## src/hw/rtl/ppte_pkg.sv

```systemverilog
// Shared types, codes and constant tables for the piecewise polynomial trajectory evaluator.
// Depends on nothing; every other file imports it.
`default_nettype none
package ppte_pkg;

   localparam logic [1:0] ACT_CLEAR  = 2'd0;
   localparam logic [1:0] ACT_WRITE  = 2'd1;
   localparam logic [1:0] ACT_COMMIT = 2'd2;
   localparam logic [1:0] ACT_EVAL   = 2'd3;

   localparam logic [1:0] STATUS_OK    = 2'd0;
   localparam logic [1:0] STATUS_FULL  = 2'd1;
   localparam logic [1:0] STATUS_EMPTY = 2'd2;

   localparam logic CSR_DEGREE = 1'b0;
   localparam logic CSR_AXES   = 1'b1;

   // Search tolerance in Q16.16 LSBs (about 0.1 ms).
   localparam logic [32:0] SEARCH_TOL = 33'd7;

   // Second multiplier operand: wide enough for 15!/0! and a 33-bit local time.
   localparam int MUL_B_W = 41;

   localparam logic signed [63:0] S64_MAX = 64'sh7FFF_FFFF_FFFF_FFFF;
   localparam logic signed [63:0] S64_MIN = 64'sh8000_0000_0000_0000;

   typedef struct packed {
      logic [1:0]         action;
      logic [2:0]         axis;
      logic [2:0]         power;
      logic signed [63:0] coeff_value;
      logic [31:0]        duration;
      logic [31:0]        query_time;
      logic [2:0]         deriv_order;
   } cmd_type;

   // Falling factorial j!/(j-k)! for j, k in 0..15, entry j*16+k.
   function automatic logic [256*MUL_B_W-1:0] build_fall();
      logic [256*MUL_B_W-1:0] tab;
      logic [MUL_B_W-1:0]     w;
      tab = '0;
      for (int j = 0; j < 16; j++) begin
         for (int k = 0; k < 16; k++) begin
            w = MUL_B_W'(1);
            if (k <= j) begin
               for (int i = 0; i < k; i++) begin
                  w = MUL_B_W'(w * MUL_B_W'(j - i));
               end
            end
            tab[(j*16+k)*MUL_B_W +: MUL_B_W] = w;
         end
      end
      return tab;
   endfunction

   localparam logic [256*MUL_B_W-1:0] FALL_TAB = build_fall();

endpackage
`default_nettype wire

```

## src/hw/rtl/ppte_front.sv

```systemverilog
// Front end: takes request transactions, splits the payload into a command
// and holds up to two commands for the back end. Depends on ppte_pkg.
`default_nettype none
module ppte_front import ppte_pkg::*; (
   input  wire logic          clock,
   input  wire logic          reset,
   input  wire logic          req_tvalid,
   output logic               req_tready,
   input  wire logic [143:0]  req_tdata,
   input  wire logic [1:0]    req_tuser,
   input  wire logic          pop,
   output logic               q_valid,
   output cmd_type            q_cmd
);

   cmd_type    slot_ff [2];
   logic       wr_ptr_ff, wr_ptr_in;
   logic       rd_ptr_ff, rd_ptr_in;
   logic [1:0] count_ff, count_in;
   cmd_type    cmd;
   logic       push;

   always_comb begin
      cmd.action      = req_tuser;
      cmd.axis        = req_tdata[2:0];
      cmd.power       = req_tdata[5:3];
      cmd.coeff_value = req_tdata[69:6];
      cmd.duration    = req_tdata[101:70];
      cmd.query_time  = req_tdata[133:102];
      cmd.deriv_order = req_tdata[136:134];
   end

   assign req_tready = (count_ff != 2'd2);
   assign push       = req_tvalid && req_tready;
   assign q_valid    = (count_ff != 2'd0);
   assign q_cmd      = slot_ff[rd_ptr_ff];

   always_comb begin
      wr_ptr_in = push ? ~wr_ptr_ff : wr_ptr_ff;
      rd_ptr_in = pop ? ~rd_ptr_ff : rd_ptr_ff;
      count_in  = count_ff + {1'b0, push} - {1'b0, pop};
   end

   always_ff @(posedge clock) begin
      if (reset) begin
         wr_ptr_ff <= 1'b0;
         rd_ptr_ff <= 1'b0;
         count_ff  <= 2'd0;
      end else begin
         wr_ptr_ff <= wr_ptr_in;
         rd_ptr_ff <= rd_ptr_in;
         count_ff  <= count_in;
      end
   end

   always_ff @(posedge clock) begin
      if (push) begin
         slot_ff[wr_ptr_ff] <= cmd;
      end
   end

endmodule
`default_nettype wire

```

## config.mk

```make
export PLATFORM = sky130hd
export DESIGN_NAME = ppte_front
export DESIGN_NICKNAME = d
export VERILOG_FILES = /design/src/hw/rtl/ppte_pkg.sv /design/src/hw/rtl/ppte_front.sv
export SDC_FILE = /design/constraint.sdc
export NUM_CORES = 1
export LEC_CHECK = 0
export CAP_MARGIN = 20
export CORE_MARGIN = 4
export CORE_UTILIZATION = 62
export CTS_BUF_LIST = sky130_fd_sc_hd__clkbuf_16
export DETAILED_ROUTE_END_ITERATION = 16
export DONT_BUFFER_PORTS = 1
export PLACE_DENSITY = 0.78
export SYNTH_ARGS = -nofsm -noshare
export SYNTH_HDL_FRONTEND = slang
export SYNTH_SLANG_ARGS = --single-unit
```

## constraint.sdc

```tcl
create_clock -name clock -period 5.3 [get_ports clock]
set_input_delay 0.265 -clock clock [delete_from_list [all_inputs] [get_ports clock]]
set_output_delay 0.265 -clock clock [all_outputs]
set_load 0.03 [all_outputs]
```

==> key figures, run 1 <==
Status
  – Outcome: did not finish
  – Halt Stage: 4_1_cts
  – Stop err: [ERROR RSZ-0060] Max buffer count reached.

Synthesis
  – Mean Syn Cell Area: 22.3 sq um
  – Post-synthesis register bit count: 283
  – Top FF cell, synth: edfxtp_1
  – Cell Area, Synth: 0.0103 sq mm
  – Cell variety after synth: 23
  – Count of synthesis-stage warnings from yosys: 0
  – Mapped Nets: 612
  – Post-synth ARST share: 0
  – Register area share after synthesis: 0.823
  – Number of synthesized flops with an enable pin: 278
  – Post-Syn Instances: 461

Floorplan
  – Die width: 137 microns
  – Initial Util: 0.640
  – Die H: 137 microns
  – Ports: 291
  – Placement row count: 46

Placement
  – DP Wirelength: 11.9 mm
  – Number of buffers added on ports: 0
  – RePlAce Congestion: 0.755
  – Dpl cells: 666

Clock network
  – Setup Fix Bufs, Post-CTS: 0
  – CTS Buffer Depth: 3
  – Clock Sinks: 283
  – CTS root buf: clkbuf_16
  – Post-CTS resize count: 0
  – CTS H-tree lvls: 1
  – CTS Buf Count: 27
  – CTS hold repair buffers: 143
==> cell families after synthesis <==
logic type | synth area share
flops | 0.823
mux | 0.152
buf+inv | 0.0115
simple gates | 0.00768
compound gates | 0.00305
xor+xnor | 0.00171
fa+ha+maj | 0.00122
==> Yosys cell counts, types with 2 or more instances <==
library cell	n	share of area
edfxtp_1	278	0.81
mux2_1	110	0.12
mux2_2	29	0.032
buf_4	11	0.0080
dfxtp_1	5	0.0097
buf_2	4	0.0019
inv_1	4	0.0015
nor2_1	3	0.0011
nand4_1	2	0.0012
xnor2_1	2	0.0017
==> stage by stage <==
stage	setup WS (ns)	instance area, sq um
2_1_floorplan	0.765	10300
3_3_place_gp	2.65	10500
3_5_place_dp	2.54	10500
==> run 2: changes to the inputs <==
--- a/config.mk
+++ b/config.mk
@@ -7,11 +7,10 @@
 export LEC_CHECK = 0
 export CAP_MARGIN = 20
 export CORE_MARGIN = 4
-export CORE_UTILIZATION = 62
-export CTS_BUF_LIST = sky130_fd_sc_hd__clkbuf_16
+export CORE_UTILIZATION = 40
 export DETAILED_ROUTE_END_ITERATION = 16
 export DONT_BUFFER_PORTS = 1
-export PLACE_DENSITY = 0.78
+export PLACE_DENSITY_LB_ADDON = 0.15
 export SYNTH_ARGS = -nofsm -noshare
 export SYNTH_HDL_FRONTEND = slang
 export SYNTH_SLANG_ARGS = --single-unit
==> run 2 against run 1 <==
Effect of this change: the flow now finishes without violations; synthesized area unchanged; synthesized cell count did not move.
==> key figures, run 2 <==
Worst setup path
  – Crit end category: primary output
  – Max incr delay on CP: 0.90 ns
  – Setup crit start kind: flip-flop
  – CP arrival: 2.49 ns
  – R2R setup slack: 2.65 ns
  – Slowest-stage cell, CP: dfxtp_4
  – Crit-path max FO: 79
  – WP data required: 5.04 ns
  – CP cell instances: buf_12 > mux2_1
  – Buffer and inverter count on the worst path: 1
  – CP Class: reg2out
  – Critical path depth: 2
  – Worst r2r dst: slot_ff[1][33]
  – R2R cell count: 3
  – Worst R2R Start: count_ff[0]
  – CP top delay family: flip-flops

Route
  – Initial drt markers: 314
  – Via count: 4775
  – Detailed Routing Iterations Pass 1: 4
  – Wire length per cell: 20.0 microns
  – # DRC: 0
  – DR vias/cell: 4.91
  – Final WL: 19.5 mm
  – Routed Antenna Nets: 0

Synthesis
  – Largest cells by area after synthesis: edfxtp_1 (81%), mux2_1 (12%), mux2_2 (3.2%)
  – Synth cell count leaders: edfxtp_1 (278), mux2_1 (110), mux2_2 (29)
  – Post-synth ARST share: 0 (unchanged)
  – Mean Syn Cell Area: 22.3 sq um (unchanged)
  – Register area share after synthesis: 0.823 (unchanged)
  – Top FF cell, synth: edfxtp_1
  – Post-Syn Instances: 461 (unchanged)
  – Largest area contributor in the netlist: edfxtp_1
  – Count leader, synth: edfxtp_1
  – Mapped Nets: 612 (unchanged)
  – Cell variety after synth: 23 (unchanged)
  – Count of synthesis-stage warnings from yosys: 0 (unchanged)
  – Post-synthesis register bit count: 283 (unchanged)
  – Number of synthesized flops with an enable pin: 278 (unchanged)
  – Area share of the largest cell type after synthesis: 0.813 (unchanged)
  – Cell Area, Synth: 0.0103 sq mm (unchanged)

Clock network
  – CTS H-tree lvls: 1 (unchanged)
  – CTS Buf Count: 29 (+7.4%)
  – Skew-Pair Late Insertion Delay: 0.52 ns
  – Reg clk slew, reported paths: 0.05 ns
  – TritonCTS clock tree: yes
  – Clock Sinks: 283 (unchanged)
  – Setup Fix Bufs, Post-CTS: 0 (unchanged)
  – CTS root buf: clkbuf_16
  – CTS Buffer Depth: 3 (unchanged)

Timing
  – Tmin final: 2.75 ns
  – Fin Clk Skew: 0.00925 ns
  – RSZ-0062 raised after global routing: false
  – Final period util: 0.520
  – Final setup fails: 0
  – Max Fclk: 363 MHz
  – Worst-Margin Slew: 1.06 ns
  – Rel. slew slack: 0.292
  – Setup TNS: 0 ns
  – PnR worst setup slack: 2.55 ns
  – Final Max Slew Viols: 0
  – Fin. Hold Viols: 0

Global routing
  – Largest net degree at the start of global routing: 80
  – Global-route wire length before repair: 29.1 mm
  – Initial antenna violation count: 0
  – Gr ovfl total: 0
  – Number of global-route vias before repair: 5049
  – Gr usage total: 0.129

Layout
  – Reg with most FFs: slot_ff
  – Commonest cells after routing, fill and taps aside: edfxtp_1 (278), dlygate4sd3_1 (143), mux2_1 (110)
  – Max reg flops: 278
  – Largest registers: slot_ff x278, count_ff x2
  – Final #Nets: 775
  – Synth-to-layout area growth: 26.6%
  – Fin cells: 973
  – Multi-input gate area: 0.00171 sq mm
  – Commonest non-fill, non-tap cell in the layout: edfxtp_1
  – Layout cells sized above 1: 0.118
  – Fillers: 1999
  – Register area: 0.00845 sq mm
  – # diodes: 0

Placement
  – Pre-CTS WS: 2.66 ns (+0.113 ns)
  – RePlAce Congestion: 0.700 (-7.3%)
  – DP Wirelength: 12.2 mm (+2.5%)
  – Dpl cells: 780 (+17%)
  – Number of buffers added on ports: 0 (unchanged)

Floorplan
  – Die width: 168 microns (+23%)
  – Die H: 168 microns (+23%)
  – Core ar.: 0.0253 sq mm
  – Initial Util: 0.407 (-0.233)
  – Die ar.: 0.0283 sq mm
  – Placement row count: 58 (+26%)
  – Ports: 291 (unchanged)

Power
  – Peak VDD IR: 311 uV
  – Static Leak: 4.33 nW
  – PD cells: 417 mW/mm^2

Hold path
  – Hold Path Stages: 2
  – Hold Crit Class: in2reg
  – Critical hold path startpoint: req_tvalid
  – WHS Endpoint: wr_ptr_ff

Flow run
  – # Max-Cap Violations: 0

Status
  – Outcome: finished clean
-- run 2: final cells by class --
cell class / count / area share
Sequential cell: 283 / 0.650
Multi-Input combinational cell: 159 / 0.132
Timing Repair Buffer: 147 / 0.114
Clock buffer: 32 / 0.0567
Tap cell: 330 / 0.0318
Clock inverter: 18 / 0.0141
Inverter: 4 / 0.00154
-- run 2: repair_timing --
action                     4_1_cts  5_1_grt
setup endpoints to repair        0        0
hold buffers                   143        0
hold endpoints to repair       283        0
gates resized for setup          0        0
-- run 2: kinds of logic (layout without fill, tap and decap cells) --
family	after synthesis	after routing	synth area share
adder cells (fa/ha/maj)	1	1	0.00122
buffers and inverters	19	201	0.0115
flip-flops	283	283	0.823
AO/OA/AOI/OAI	4	4	0.00305
AND/OR/NAND/NOR	13	13	0.00768
XOR/XNOR	2	2	0.00171
multiplexers	139	139	0.152
-- run 2: where the power goes --
group	switching [W]	internal, W	total (W)
Sequential	0.0000560	0.00268	0.00274
Combinational	0.000548	0.000203	0.000751
Clock	0.000753	0.00118	0.00193
-- run 2: worst reg2reg max path, delay by kind of cell (launching register included) --
kind	cells	cell delay [ns]
flip-flops	1	0.37
buffers and inverters	1	0.47
AND/OR/NAND/NOR	2	1.38
-- run 2: per-layer routing --
layer  up-vias  GRT usage  routed length (microns)  share of wire
li1       2160          -                        -              -
met1      2368      0.156                     7460           0.38
met2       211      0.212                     9360           0.48
met3        36     0.0585                     2120           0.11
met4         0     0.0353                      517          0.027
met5         -          0                        0              0
-- run 2: worst max-delay path by stage --
stage	from	endpoint	slack, ns
floorplan	count_ff[0]	slot_ff[1][0]	0.77
global route	flip-flop	q_cmd[90]	2.38
global placement	count_ff[0]	slot_ff[1][138]	2.69
CTS	flip-flop	q_cmd[90]	2.44
finish	flip-flop	q_cmd[90]	2.55
detailed placement	count_ff[0]	slot_ff[1][6]	2.66
-- run 2: stage by stage --
stage / total power (W) / area, sq um / hold WS (ns) / utilization
CTS: 0.00551 / 13000 / 0.00582 / 0.515
global route: 0.00565 / 13000 / 0.0232 / 0.515
detailed placement: 0.00345 / 10700 / 0.334 / 0.422
floorplan: 0.00335 / 10300 / 0.334 / -
global placement: 0.00343 / 10700 / 0.333 / 0.422
finish: 0.00542 / 13000 / 0.0329 / 0.515
Power figures use the tool's default switching activity.
==> run 3: changes to the inputs <==
==> constraint.sdc (replaced) <==
create_clock -name clock -period 2.4 [get_ports clock]
set_input_delay 0.12 -clock clock [delete_from_list [all_inputs] [get_ports clock]]
set_output_delay 0.12 -clock clock [all_outputs]
set_load 0.03 [all_outputs]
==> run 3 against run 2 <==
Effect of this change: critical path depth did not move; via count decreased by 1.2%; final area rose by 0.52%; total power rose by 120%; setup slack got worse by 2.2 ns; combinational power up 130%; wire length decreased by 0.91%; sequential share of layout area is 0.32 points lower; count of clock-buffer cells in the layout rose by 7; worst hold slack gained 0.032 ns; critical endpoint is now q_cmd[107]; highest routed layer is now met5.
==> key figures, run 3 (synthesized netlist as in run 2, its figures left out) <==
Floorplan
  – Die width: 168 microns (unchanged)
  – Initial Util: 0.407 (unchanged)
  – Core ar.: 0.0253 sq mm (unchanged)
  – Ports: 291 (unchanged)
  – Placement row count: 58 (unchanged)
  – Die ar.: 0.0283 sq mm (unchanged)
  – Die H: 168 microns (unchanged)

Placement
  – RePlAce Congestion: 0.706 (+0.83%)
  – Number of buffers added on ports: 0 (unchanged)
  – Area post-placement: 0.0108 sq mm (+1.4%)
  – Dpl cells: 788 (+1.0%)
  – DP Wirelength: 12.9 mm (+5.6%)

Clock network
  – Reg clk slew, reported paths: 0.06 ns (about the same)
  – TritonCTS clock tree: yes
  – CTS H-tree lvls: 1 (unchanged)
  – Post-CTS resize count: 0 (unchanged)
  – CTS root buf: clkbuf_16
  – CTS Buf Count: 29 (unchanged)
  – Clock Sinks: 283 (unchanged)
  – Skew-Pair Late Insertion Delay: 0.54 ns (+0.02 ns)
  – CTS Buffer Depth: 3 (unchanged)

Layout
  – # diodes: 0 (unchanged)
  – Reg with most FFs: slot_ff
  – Final #Nets: 783 (+1.0%)
  – Fin cells: 984 (+1.1%)
  – Synth-to-layout area growth: 27.2%
  – Util after Layout: 0.517 (+0.00267)
  – Post-route cell area: 0.0131 sq mm (+0.52%)
  – Layout cells sized above 1: 0.131 (+0.0133)
  – Max reg flops: 278 (unchanged)
  – Commonest cells after routing, fill and taps aside: edfxtp_1 (278), dlygate4sd3_1 (143), mux2_1 (110)
  – Commonest non-fill, non-tap cell in the layout: edfxtp_1
  – Largest registers: slot_ff x278, count_ff x2

Hold path
  – Hold Crit Class: in2reg
  – Critical hold path startpoint: req_tvalid
  – Hold Path Stages: 1 (-1)
  – WHS Endpoint: slot_ff[1][16]

Worst setup path
  – CP cell instances: buf_12 > mux2_1
  – Slowest-stage cell, CP: dfxtp_4
  – R2R cell count: 6 (+3)
  – CP Class: reg2out
  – Buffer and inverter count on the worst path: 1 (unchanged)
  – CP top delay family: flip-flops
  – Setup crit start kind: flip-flop
  – WP data required: 2.28 ns (-2.76 ns)
  – Crit-path max FO: 48 (-39%)
  – CP arrival: 1.90 ns (-0.59 ns)
  – Max incr delay on CP: 0.51 ns (-0.39 ns)
  – R2R setup slack: 0.70 ns (-1.95 ns)
  – Worst r2r dst: count_ff[1]
  – Crit end category: primary output
  – Worst R2R Start: count_ff[0]

Power
  – Tot Pwr: 0.0117 W (+120%)
  – Static Leak: 4.35 nW (+0.43%)
  – PD cells: 894 mW/mm^2 (+110%)
  – Peak VDD IR: 969 uV (+210%)

Timing
  – Fin Clk Skew: 0.0240 ns (+0.0147 ns)
  – RSZ-0062 raised after global routing: false
  – Final setup fails: 0 (unchanged)
  – Final hold slack: 0.0651 ns (+0.0323 ns)
  – Final period util: 0.841
  – Worst-Margin Slew: 0.374 ns (-0.687 ns)
  – Fin. Hold Viols: 0 (unchanged)
  – Max Fclk: 495 MHz
  – Rel. slew slack: 0.751 (+0.458)
  – Tmin final: 2.02 ns
  – Final Max Slew Viols: 0 (unchanged)

Global routing
  – Number of global-route vias before repair: 5037 (-0.24%)
  – Gr ovfl total: 0 (unchanged)
  – Initial antenna violation count: 2 (+2)
  – Largest net degree at the start of global routing: 49 (-39%)
  – Gr usage total: 0.129 (about the same)
  – Global-route wire length before repair: 29.0 mm (-0.43%)

Route
  – Via count: 4719 (-1.2%)
  – Initial drt markers: 217 (-31%)
  – Wire length per cell: 19.6 microns (-2.0%)
  – DR vias/cell: 4.80 (-2.3%)
  – Routed Antenna Nets: 0 (unchanged)
  – Final WL: 19.3 mm (-0.91%)
  – Detailed Routing Iterations Pass 1: 4 (unchanged)
  – # DRC: 0 (unchanged)

Status
  – Outcome: finished clean

Flow run
  – # Max-Cap Violations: 0 (unchanged)
-- run 3: cell types whose count changed in the layout (fill, tap and decap cells not counted), moves of 3 or more --
cell,delta
bufinv_16,-4
clkinv_1,-3
clkbuf_1,+7
buf_12,+6
-- run 3: final cells by class --
type / instances / area [sq um]
Inverter: 4 / 18.8
Timing Repair Buffer: 155 / 1620
Tap cell: 330 / 413
Sequential cell: 283 / 8450
Clock inverter: 14 / 80.1
Clock buffer: 39 / 763
Fill cell: 2005 / 12200
Multi-Input combinational cell: 159 / 1720
-- run 3: stage by stage --
step                setup slack [ns]  setup TNS, ns
detailed placement             0.715              0
CTS                            0.314              0
finish                         0.381              0
global route                   0.287              0
global placement               0.745              0
floorplan                     -0.725        -144.78
-- run 3: worst max path at each step --
stage / end / depth (start not counted)
finish: q_cmd[107] / 2
global route: q_cmd[74] / 2
CTS: q_cmd[74] / 2
detailed placement: slot_ff[1][57] / 3
global placement: count_ff[1] / 6
floorplan: slot_ff[0][0] / 3
-- run 3: worst reg2reg max path, delay by kind of cell (launching register included) --
family,cells,cell delay [ns]
AND/OR/NAND/NOR,4,0.93
XOR/XNOR,1,0.13
flip-flops,1,0.36
adder cells (fa/ha/maj),1,0.23
-- run 3: report_power, final --
group / switching, W / internal [W]
clock network: 0.00169 / 0.00223
registers: 0.0000961 / 0.00592
logic: 0.00125 / 0.000498
-- run 3: routing by layer --
metal	vias to the layer above	wire length (microns)	GRT usage
li1	2183	-	-
met1	2284	7230	0.151
met2	210	9350	0.217
met3	38	2240	0.0618
met4	4	439	0.0296
met5	-	21	0
-- run 3: timing repair --
item	CTS	global route
hold endpoints to repair	283	0
hold buffers	143	0
setup buffers	0	0
==> run 4: changes to the inputs <==
==> constraint.sdc (replaced) <==
create_clock -name clock -period 1.8 [get_ports clock]
set_input_delay 0.09 -clock clock [delete_from_list [all_inputs] [get_ports clock]]
set_output_delay 0.09 -clock clock [all_outputs]
set_load 0.03 [all_outputs]
==> run 4 against run 3 <==
Effect of this change: sequential share of layout area decreased by 3.1 points; global-route usage up 0.38 points; worst hold slack better by 0.075 ns; highest routed layer is now met4.
==> key figures, run 4 (synthesized netlist as in run 2, its figures left out) <==
Status
  – Outcome: finished clean

Floorplan
  – Placement row count: 58 (unchanged)
  – Core ar.: 0.0253 sq mm (unchanged)
  – Initial Util: 0.407 (unchanged)
  – Die H: 168 microns (unchanged)
  – Die width: 168 microns (unchanged)
  – Ports: 291 (unchanged)
  – Die ar.: 0.0283 sq mm (unchanged)

Timing
  – Final setup fails: 0 (unchanged)
  – Final Max Slew Viols: 0 (unchanged)
  – Fin. Hold Viols: 0 (unchanged)
  – Setup TNS: 0 ns (unchanged)
  – Fin Clk Skew: 0.0170 ns (-0.00692 ns)
  – Final period util: 0.993
  – RSZ-0062 raised after global routing: true
  – Tmin final: 1.79 ns
  – Rel. slew slack: 0.708 (-0.0428)
  – Worst-Margin Slew: 0.438 ns (+0.0642 ns)
  – Max Fclk: 560 MHz

Global routing
  – Largest net degree at the start of global routing: 71 (+45%)
  – Gr ovfl total: 0 (unchanged)
  – Number of global-route vias before repair: 5149 (+2.2%)
  – Global-route wire length before repair: 29.7 mm (+2.6%)
  – Gr usage total: 0.133 (+0.00381)
  – Initial antenna violation count: 0 (-2)

Layout
  – Commonest cells after routing, fill and taps aside: edfxtp_1 (278), dlygate4sd3_1 (144), mux2_4 (94)
  – Reg with most FFs: slot_ff
  – Post-route cell area: 0.0137 sq mm (+5.0%)
  – Max reg flops: 278 (unchanged)
  – Synth-to-layout area growth: 33.6%
  – Layout cells sized above 1: 0.314 (+0.183)
  – # diodes: 0 (unchanged)
  – Largest registers: slot_ff x278, count_ff x2
  – Final #Nets: 795 (+1.5%)
  – Commonest non-fill, non-tap cell in the layout: edfxtp_1

Clock network
  – TritonCTS clock tree: yes
  – Skew-Pair Late Insertion Delay: 0.53 ns (about the same)
  – CTS Buffer Depth: 3 (unchanged)
  – CTS H-tree lvls: 1 (unchanged)
  – Clock Sinks: 283 (unchanged)
  – Reg clk slew, reported paths: 0.06 ns (about the same)
  – CTS root buf: clkbuf_16
  – CTS Buf Count: 30 (+3.4%)

Power
  – Tot Pwr: 0.0168 W (+43%)
  – PD cells: 1220 mW/mm^2 (+37%)
  – Peak VDD IR: 850 uV (-12%)
  – Static Leak: 4.83 nW (+11%)
  – Clock power share: 0.355 (+0.019)
  – P_sw: 0.00415 W (+37%)
  – Sw Ratio: 0.248 (-0.0121)
  – Comb pwr share: 0.166 (+0.017)
  – Sequential share of power: 0.479 (-0.036)
  – P_int: 0.0126 W (+46%)

Route
  – Routed Antenna Nets: 0 (unchanged)
  – Via count: 4891 (+3.6%)
  – Detailed Routing Iterations Pass 1: 4 (unchanged)
  – Final WL: 20.1 mm (+4.2%)
  – Wire length per cell: 20.2 microns (+3.1%)
  – # DRC: 0 (unchanged)
  – Initial drt markers: 300 (+38%)
  – DR vias/cell: 4.92 (+2.5%)

Flow run
  – # Max-Cap Violations: 0 (unchanged)

Worst setup path
  – WP data required: 1.71 ns (-0.57 ns)
  – CP Class: reg2out
  – CP arrival: 1.70 ns (-0.20 ns)
  – Setup crit start kind: flip-flop
  – R2R cell count: 6 (unchanged)
  – Crit-path max FO: 17 (-65%)
  – Crit end category: primary output
  – R2R setup slack: 0.07 ns (-0.63 ns)

Hold path
  – Hold Crit Class: in2reg
  – Hold Path Stages: 2 (+1)

Placement
  – Area post-placement: 0.0108 sq mm (unchanged)
  – Number of buffers added on ports: 0 (unchanged)
  – RePlAce Congestion: 0.719 (+1.8%)
  – DP Wirelength: 12.7 mm (-1.9%)
[run 4: cell types whose count changed in the layout (fill, tap and decap cells not counted), sizes merged]
cell,delta
clkinvlp,-1
bufinv,+4
clkinv,+2
buf,+8
inv,-2
clkbuf,-1
dlygate4sd3,+1
[run 4: final timing paths]
path | start | endpoint
hold / removal | req_tvalid | slot_ff[1][0]
hold reg to reg | rd_ptr_ff | rd_ptr_ff
setup reg to reg | count_ff[0] | count_ff[0]
setup / recovery | flip-flop | q_cmd[66]
[run 4: worst max-delay path, cell delays in order, from the launching register on]
cell	delay, ns
dfxtp_4	0.39
buf_12	0.15
buf_16	0.17
mux2_2	0.44
[run 4: cell type report]
type	instances	area (sq um)
sequential	283	8450
inverter	4	18.8
timing repair buffer	166	1780
multi-input combinational	159	2080
tap	330	413
fill	1929	11500
clock inverter	17	179
clock buffer	36	795
[run 4: what timing repair did]
| item | CTS | global route |
|---|---|---|
| endpoints found under the hold margin | 283 | 0 |
| endpoints found under the setup margin | 129 | 72 |
| pin swaps | 0 | 0 |
| buffers inserted | 4 | 3 |
| hold buffers | 144 | 0 |
| resized for setup | 174 | 32 |
| cloned | 1 | 2 |
[run 4: power groups by stage]
stage	Clock [W]	Sequential, W	Combinational (W)
global placement	0	0.00814	0.00205
detailed placement	0	0.00817	0.00206
finish	0.00595	0.00803	0.00278
floorplan	0	0.00815	0.00171
CTS	0.00613	0.00803	0.00270
global route	0.00648	0.00807	0.00291
[run 4: per-stage QoR]
step | setup WS (ns) | instances | util | hold slack (ns)
6_report | 0.0134 | 995 | 0.543 | 0.140
5_1_grt | -0.0491 | 995 | 0.543 | 0.132
4_1_cts | -0.0825 | 990 | 0.536 | 0.106
3_5_place_dp | 0.206 | 788 | 0.427 | 0.156
3_3_place_gp | 0.241 | 788 | 0.427 | 0.155
2_1_floorplan | -1.32 | 461 | - | 0.154
[run 4: layer usage]
layer / up-vias / global-route usage / wire length [microns]
li1: 2207 / - / -
met1: 2442 / 0.156 / 7620
met2: 209 / 0.227 / 10000
met3: 33 / 0.0549 / 2010
met4: 0 / 0.0349 / 448
met5: - / 0 / 0
